## src/rtl/core/lfla_pkg.sv

```systemverilog
`timescale 1ns / 1ps
`default_nettype none

package lfla_pkg;

  localparam int unsigned TIME_W      = 31;
  localparam int unsigned AMOUNT_W    = 32;
  localparam int unsigned REL_W       = 32;
  localparam int unsigned TOTAL_W     = 64;
  localparam int unsigned CFG_W       = 7;
  localparam int unsigned IDX_OUT_W   = 6;
  localparam int unsigned MAX_ENTRIES_DEF = 64;
  localparam logic [CFG_W-1:0] CFG_RESET = 7'd64;

  // request data shared by every cell
  typedef struct packed {
    logic                free;    // retire expired leases this cycle
    logic [TIME_W-1:0]   now;
    logic [AMOUNT_W-1:0] amount;
    logic [REL_W-1:0]    rel;     // release time for a new grant
  } bcast_t;

  // per-cell outcome while it holds the search token
  typedef struct packed {
    logic               hit;      // free entry taken here
    logic               miss;     // last active entry and still busy
    logic [TOTAL_W-1:0] total;    // new total, zero unless hit
  } cell_res_t;

endpackage

`default_nettype wire

```

## src/rtl/core/lfla_cell.sv

```systemverilog
`timescale 1ns / 1ps
`default_nettype none

module lfla_cell (
  input  wire                 clk_i,
  input  wire                 rst_ni,
  input  lfla_pkg::bcast_t    bcast_i,
  input  wire                 tok_i,     // token from left neighbor
  input  wire                 is_last_i, // highest entry in use
  output logic                tok_o,     // token sits here
  output logic                pass_o,    // token moves right
  output lfla_pkg::cell_res_t res_o
);
  import lfla_pkg::*;

  logic               tok_q;
  logic               busy_q, busy_d;
  logic [REL_W-1:0]   rel_q, rel_d;
  logic [TOTAL_W-1:0] total_q, total_d;
  logic [TOTAL_W-1:0] sum;
  logic               grant;
  logic               expire;

  assign sum    = total_q + TOTAL_W'(bcast_i.amount);
  assign grant  = tok_q & ~busy_q;
  assign expire = bcast_i.free & busy_q & (rel_q <= {1'b0, bcast_i.now});

  always_comb begin
    busy_d  = busy_q;
    rel_d   = rel_q;
    total_d = total_q;
    if (expire) begin
      busy_d = 1'b0;
    end
    if (grant) begin
      busy_d  = 1'b1;
      rel_d   = bcast_i.rel;
      total_d = sum;
    end
  end

  always_ff @(posedge clk_i or negedge rst_ni) begin
    if (!rst_ni) begin
      tok_q   <= 1'b0;
      busy_q  <= 1'b0;
      total_q <= '0;
    end else begin
      tok_q   <= tok_i;
      busy_q  <= busy_d;
      total_q <= total_d;
    end
  end

  always_ff @(posedge clk_i) begin
    rel_q <= rel_d;
  end

  assign tok_o      = tok_q;
  assign pass_o     = tok_q & busy_q & ~is_last_i;
  assign res_o.hit  = grant;
  assign res_o.miss = tok_q & busy_q & is_last_i;
  assign res_o.total = grant ? sum : '0;

endmodule

`default_nettype wire

```

## config.mk

```make
export PLATFORM = sky130hd
export DESIGN_NAME = lfla_cell
export DESIGN_NICKNAME = d
export VERILOG_FILES = /design/src/rtl/core/lfla_pkg.sv /design/src/rtl/core/lfla_cell.sv
export SDC_FILE = /design/constraint.sdc
export NUM_CORES = 1
export LEC_CHECK = 0
export ABC_CLOCK_PERIOD_IN_PS = 2990
export BUFFER_PORTS_ARGS = -buffer_cell sky130_fd_sc_hd__buf_4
export CORE_MARGIN = 4
export CORE_UTILIZATION = 50
export CTS_CLUSTER_DIAMETER = 120
export CTS_CLUSTER_SIZE = 8
export DETAILED_ROUTE_END_ITERATION = 10
export GPL_TIMING_DRIVEN = 0
export PLACE_DENSITY_LB_ADDON = 0.1
export SYNTH_ARGS = -nofsm -noshare
export SYNTH_HDL_FRONTEND = slang
export SYNTH_SLANG_ARGS = --single-unit
```

## constraint.sdc

```tcl
create_clock -name clk_i -period 2.99 [get_ports clk_i]
set_input_delay 0.299 -clock clk_i [delete_from_list [all_inputs] [get_ports clk_i]]
set_output_delay 0.299 -clock clk_i [all_outputs]
set_load 0.01 [all_outputs]
```

==> results.tsv <==
metric	value	unit
maxSlewHeadroom	0.400	
powerDensity	791	mW/mm2
synth_seq_cells	98	
end_kind	primary output	
final_cell_mix	buf_4 (221), dfrtp_1 (66), nor2_1 (64), nand2_1 (56), a21o_1 (52)	
route.detailed.drc	0	
vias_per_cell	5.83	
first_pass_iters	6	
worstPathMaxFanout	7	
syn_nets	973	
grt.total_usage	0.261	
path_cells	ha_1 -> buf_6 -> buf_6 -> nand4_1 -> a211o_1 -> a21oi_4 -> a21o_4 -> nand3_4 -> or4_4 -> a21oi_2 -> buf_4	
setup_slack	-0.529	ns
hp-class	input port to async pin	
yosys_warnings	0	
grt_max_degree	67	
r2r-end	total_q[46]$_DFFE_PN0P_	
slowest_delay	0.45	ns
portBuffers	167	
synth_cells	809	
worst_clock_skew	0.00998	ns
r2r_slack	-0.07	ns
start_util	0.515	
violations	negative setup slack	
avgSynthCellArea	8.94	um2
cts_hold_buf	0	
fmax	284	MHz
overflow	0	
irDropWorstVdd	0.000530	V
post-route-period-util	1.18	
fin_crit	3.52	ns
drv_slew	0	
cap_viol_max_count	0	
required	2.69	ns
worst_pin_slew	0.901	ns
gp_congestion	0.994	
ant_nets	0	
die-area	0.0164	mm2
cts_tree	done	
p_leak	4.91	nW
routed_wl	23.7	mm
critPathLaunchType	flip-flop	
reg2reg_depth	13	
path_common_cell	buf_6	
r2r-start	total_q[17]$_DFFE_PN0P_	
vias	7296	
synth-edff-count	32	
power.total	8.47	mW
clk_latency	0.36	ns
layout-drive-gt1-share	0.403	
finalSetupViolCount	53	
critPathKind	flip-flop to primary output	
die_y	128	um
antenna_found_initial	0	
critical_path_arrival	3.22	ns
drtIter0Drc	585	
ios	168	
avgRoutedWirePerCell	18.9	um
cts.clk_slew.worst_paths	0.07	ns
std_cell_rows	43	
rsz0062_at_grt	yes	
antenna_cells	0	
cts_buffers	9	
hpwl	15.7	mm
synth_async_sr_flop_share	0.673	
seq_area_frac_synth	0.361	
slowest_stage	or4_4	
cts-root-buf	clkbuf_16	
post-route-util	0.762	
cts_buffer_depth	2	
final_common_cell	buf_4	
core_area	0.0140	mm2
syn_to_final_growth	48.0	%
synthFlopType	dfrtp_1	
cts.sinks	98	
die_w	128	um
htreeDepth	3	
grt_pass1_wl	34.3	mm
grt_pass1_vias	6852	
status	complete, but fails checks	
hold_viol	0	
synthesis.area	0.00723	mm2
synth.distinct_cells	64	
nNetsFinal	1230	
## layer usage
metal / global-route usage / vias to the layer above / part of all wire
li1: - / 3421 / -
met1: 0.361 / 3496 / 0.42
met2: 0.427 / 327 / 0.47
met3: 0.0363 / 52 / 0.082
met4: 0.0805 / 0 / 0.025
met5: 0 / - / 0
## cell usage after synthesis, types with 3 or more instances
library cell,count,area (um2)
xor2_1,30,263
o21a_1,6,45.0
nand2_1,62,233
a21oi_1,60,300
a211o_1,5,43.8
edfxtp_1,32,961
o211ai_1,3,22.5
ha_1,63,788
nor2_1,75,282
nor3_1,16,80.1
clkbuf_1,21,78.8
o21ai_0,39,195
o31ai_1,4,30.0
xnor2_1,44,385
and4_1,3,26.3
a21o_1,52,390
buf_4,4,30.0
nand4_1,31,194
a31oi_1,5,31.3
nor4_1,10,62.6
and3_1,11,68.8
or3_1,10,62.6
or4_1,5,37.5
and2_1,13,81.3
buf_2,13,65.1
nand3_1,25,125
nand2b_1,5,31.3
dfrtp_1,66,1650
o21bai_1,4,30.0
inv_1,42,158
nor2b_1,4,25.0
a211oi_1,3,22.5
a21oi_2,5,43.8
## critical path, delay by kind of cell (launching register included)
kind,cells,cell delay (ns)
DFF,1,0.38
adders and majority gates,1,0.29
AOI/OAI and AO/OA,4,1.03
buffers and inverters,3,0.37
and+or+nand+nor,3,0.79
## registers in the layout, summed over array words and instances (netlist names)
signal and count:
rel_q 32, total_q 64, tok_o 1, busy_q 1
## layout make-up
type | instances | area (um2)
Tap cell | 180 | 225
Clock buffer | 11 | 233
Buffer | 35 | 234
Timing Repair Buffer | 252 | 2060
Fill cell | 1018 | 3340
Clock inverter | 5 | 40.0
Sequential cell | 98 | 2610
Multi-Input combinational cell | 628 | 5140
Inverter | 42 | 158
## stage by stage
| step | instance area [um2] | std cells | TNS (ns) | hold slack [ns] | worst slack (ns) |
|---|---|---|---|---|---|
| after floorplan | 7240 | 809 | 0 | 0.00341 | 0.0402 |
| after global placement | 8720 | 1156 | -21.77 | 0.427 | -0.810 |
| after detailed placement | 8740 | 1157 | -12.84 | 0.426 | -0.798 |
| after CTS | 10000 | 1224 | -12.72 | 0.0666 | -0.496 |
| after global routing | 10700 | 1251 | -23.28 | 0.0584 | -0.613 |
| final | 10700 | 1251 | -17.41 | 0.0499 | -0.529 |
## kinds of logic after synthesis
kind of cell    after synthesis  share of synthesized area
compound gates              204                      0.185
xor+xnor                     74                     0.0896
fa+ha+maj                    64                      0.112
buf+inv                      83                     0.0495
flops                        98                      0.361
mux                           3                    0.00450
simple gates                283                      0.198
## worst max-delay path by stage
stage	cells after the start	end	start	slack (ns)
finish	11	res_o[50]	total_q[17]$_DFFE_PN0P_	-0.53
global route	15	res_o[33]	total_q[0]$_DFFE_PN0P_	-0.61
CTS	11	res_o[55]	total_q[17]$_DFFE_PN0P_	-0.50
detailed placement	11	res_o[41]	bcast_i[33]	-0.80
global placement	11	res_o[41]	bcast_i[33]	-0.81
floorplan	11	res_o[48]	total_q[0]$_DFFE_PN0P_	0.04
## power breakdown
group / switching (mW) / internal, mW / leakage, nW
Combinational: 2.82 / 2.71 / 3.63
Sequential: 0.183 / 1.64 / 1.15
Clock: 0.545 / 0.572 / 0.134
Total: 3.55 / 4.92 / 4.91
## repair_timing
item,CTS,global route
gates cloned,0,1
gates resized for setup,139,91
endpoints found under the setup margin,63,60
buffers inserted,54,35
pin swaps,70,64
hold endpoints to repair,0,0
Power figures use the tool's default switching activity.
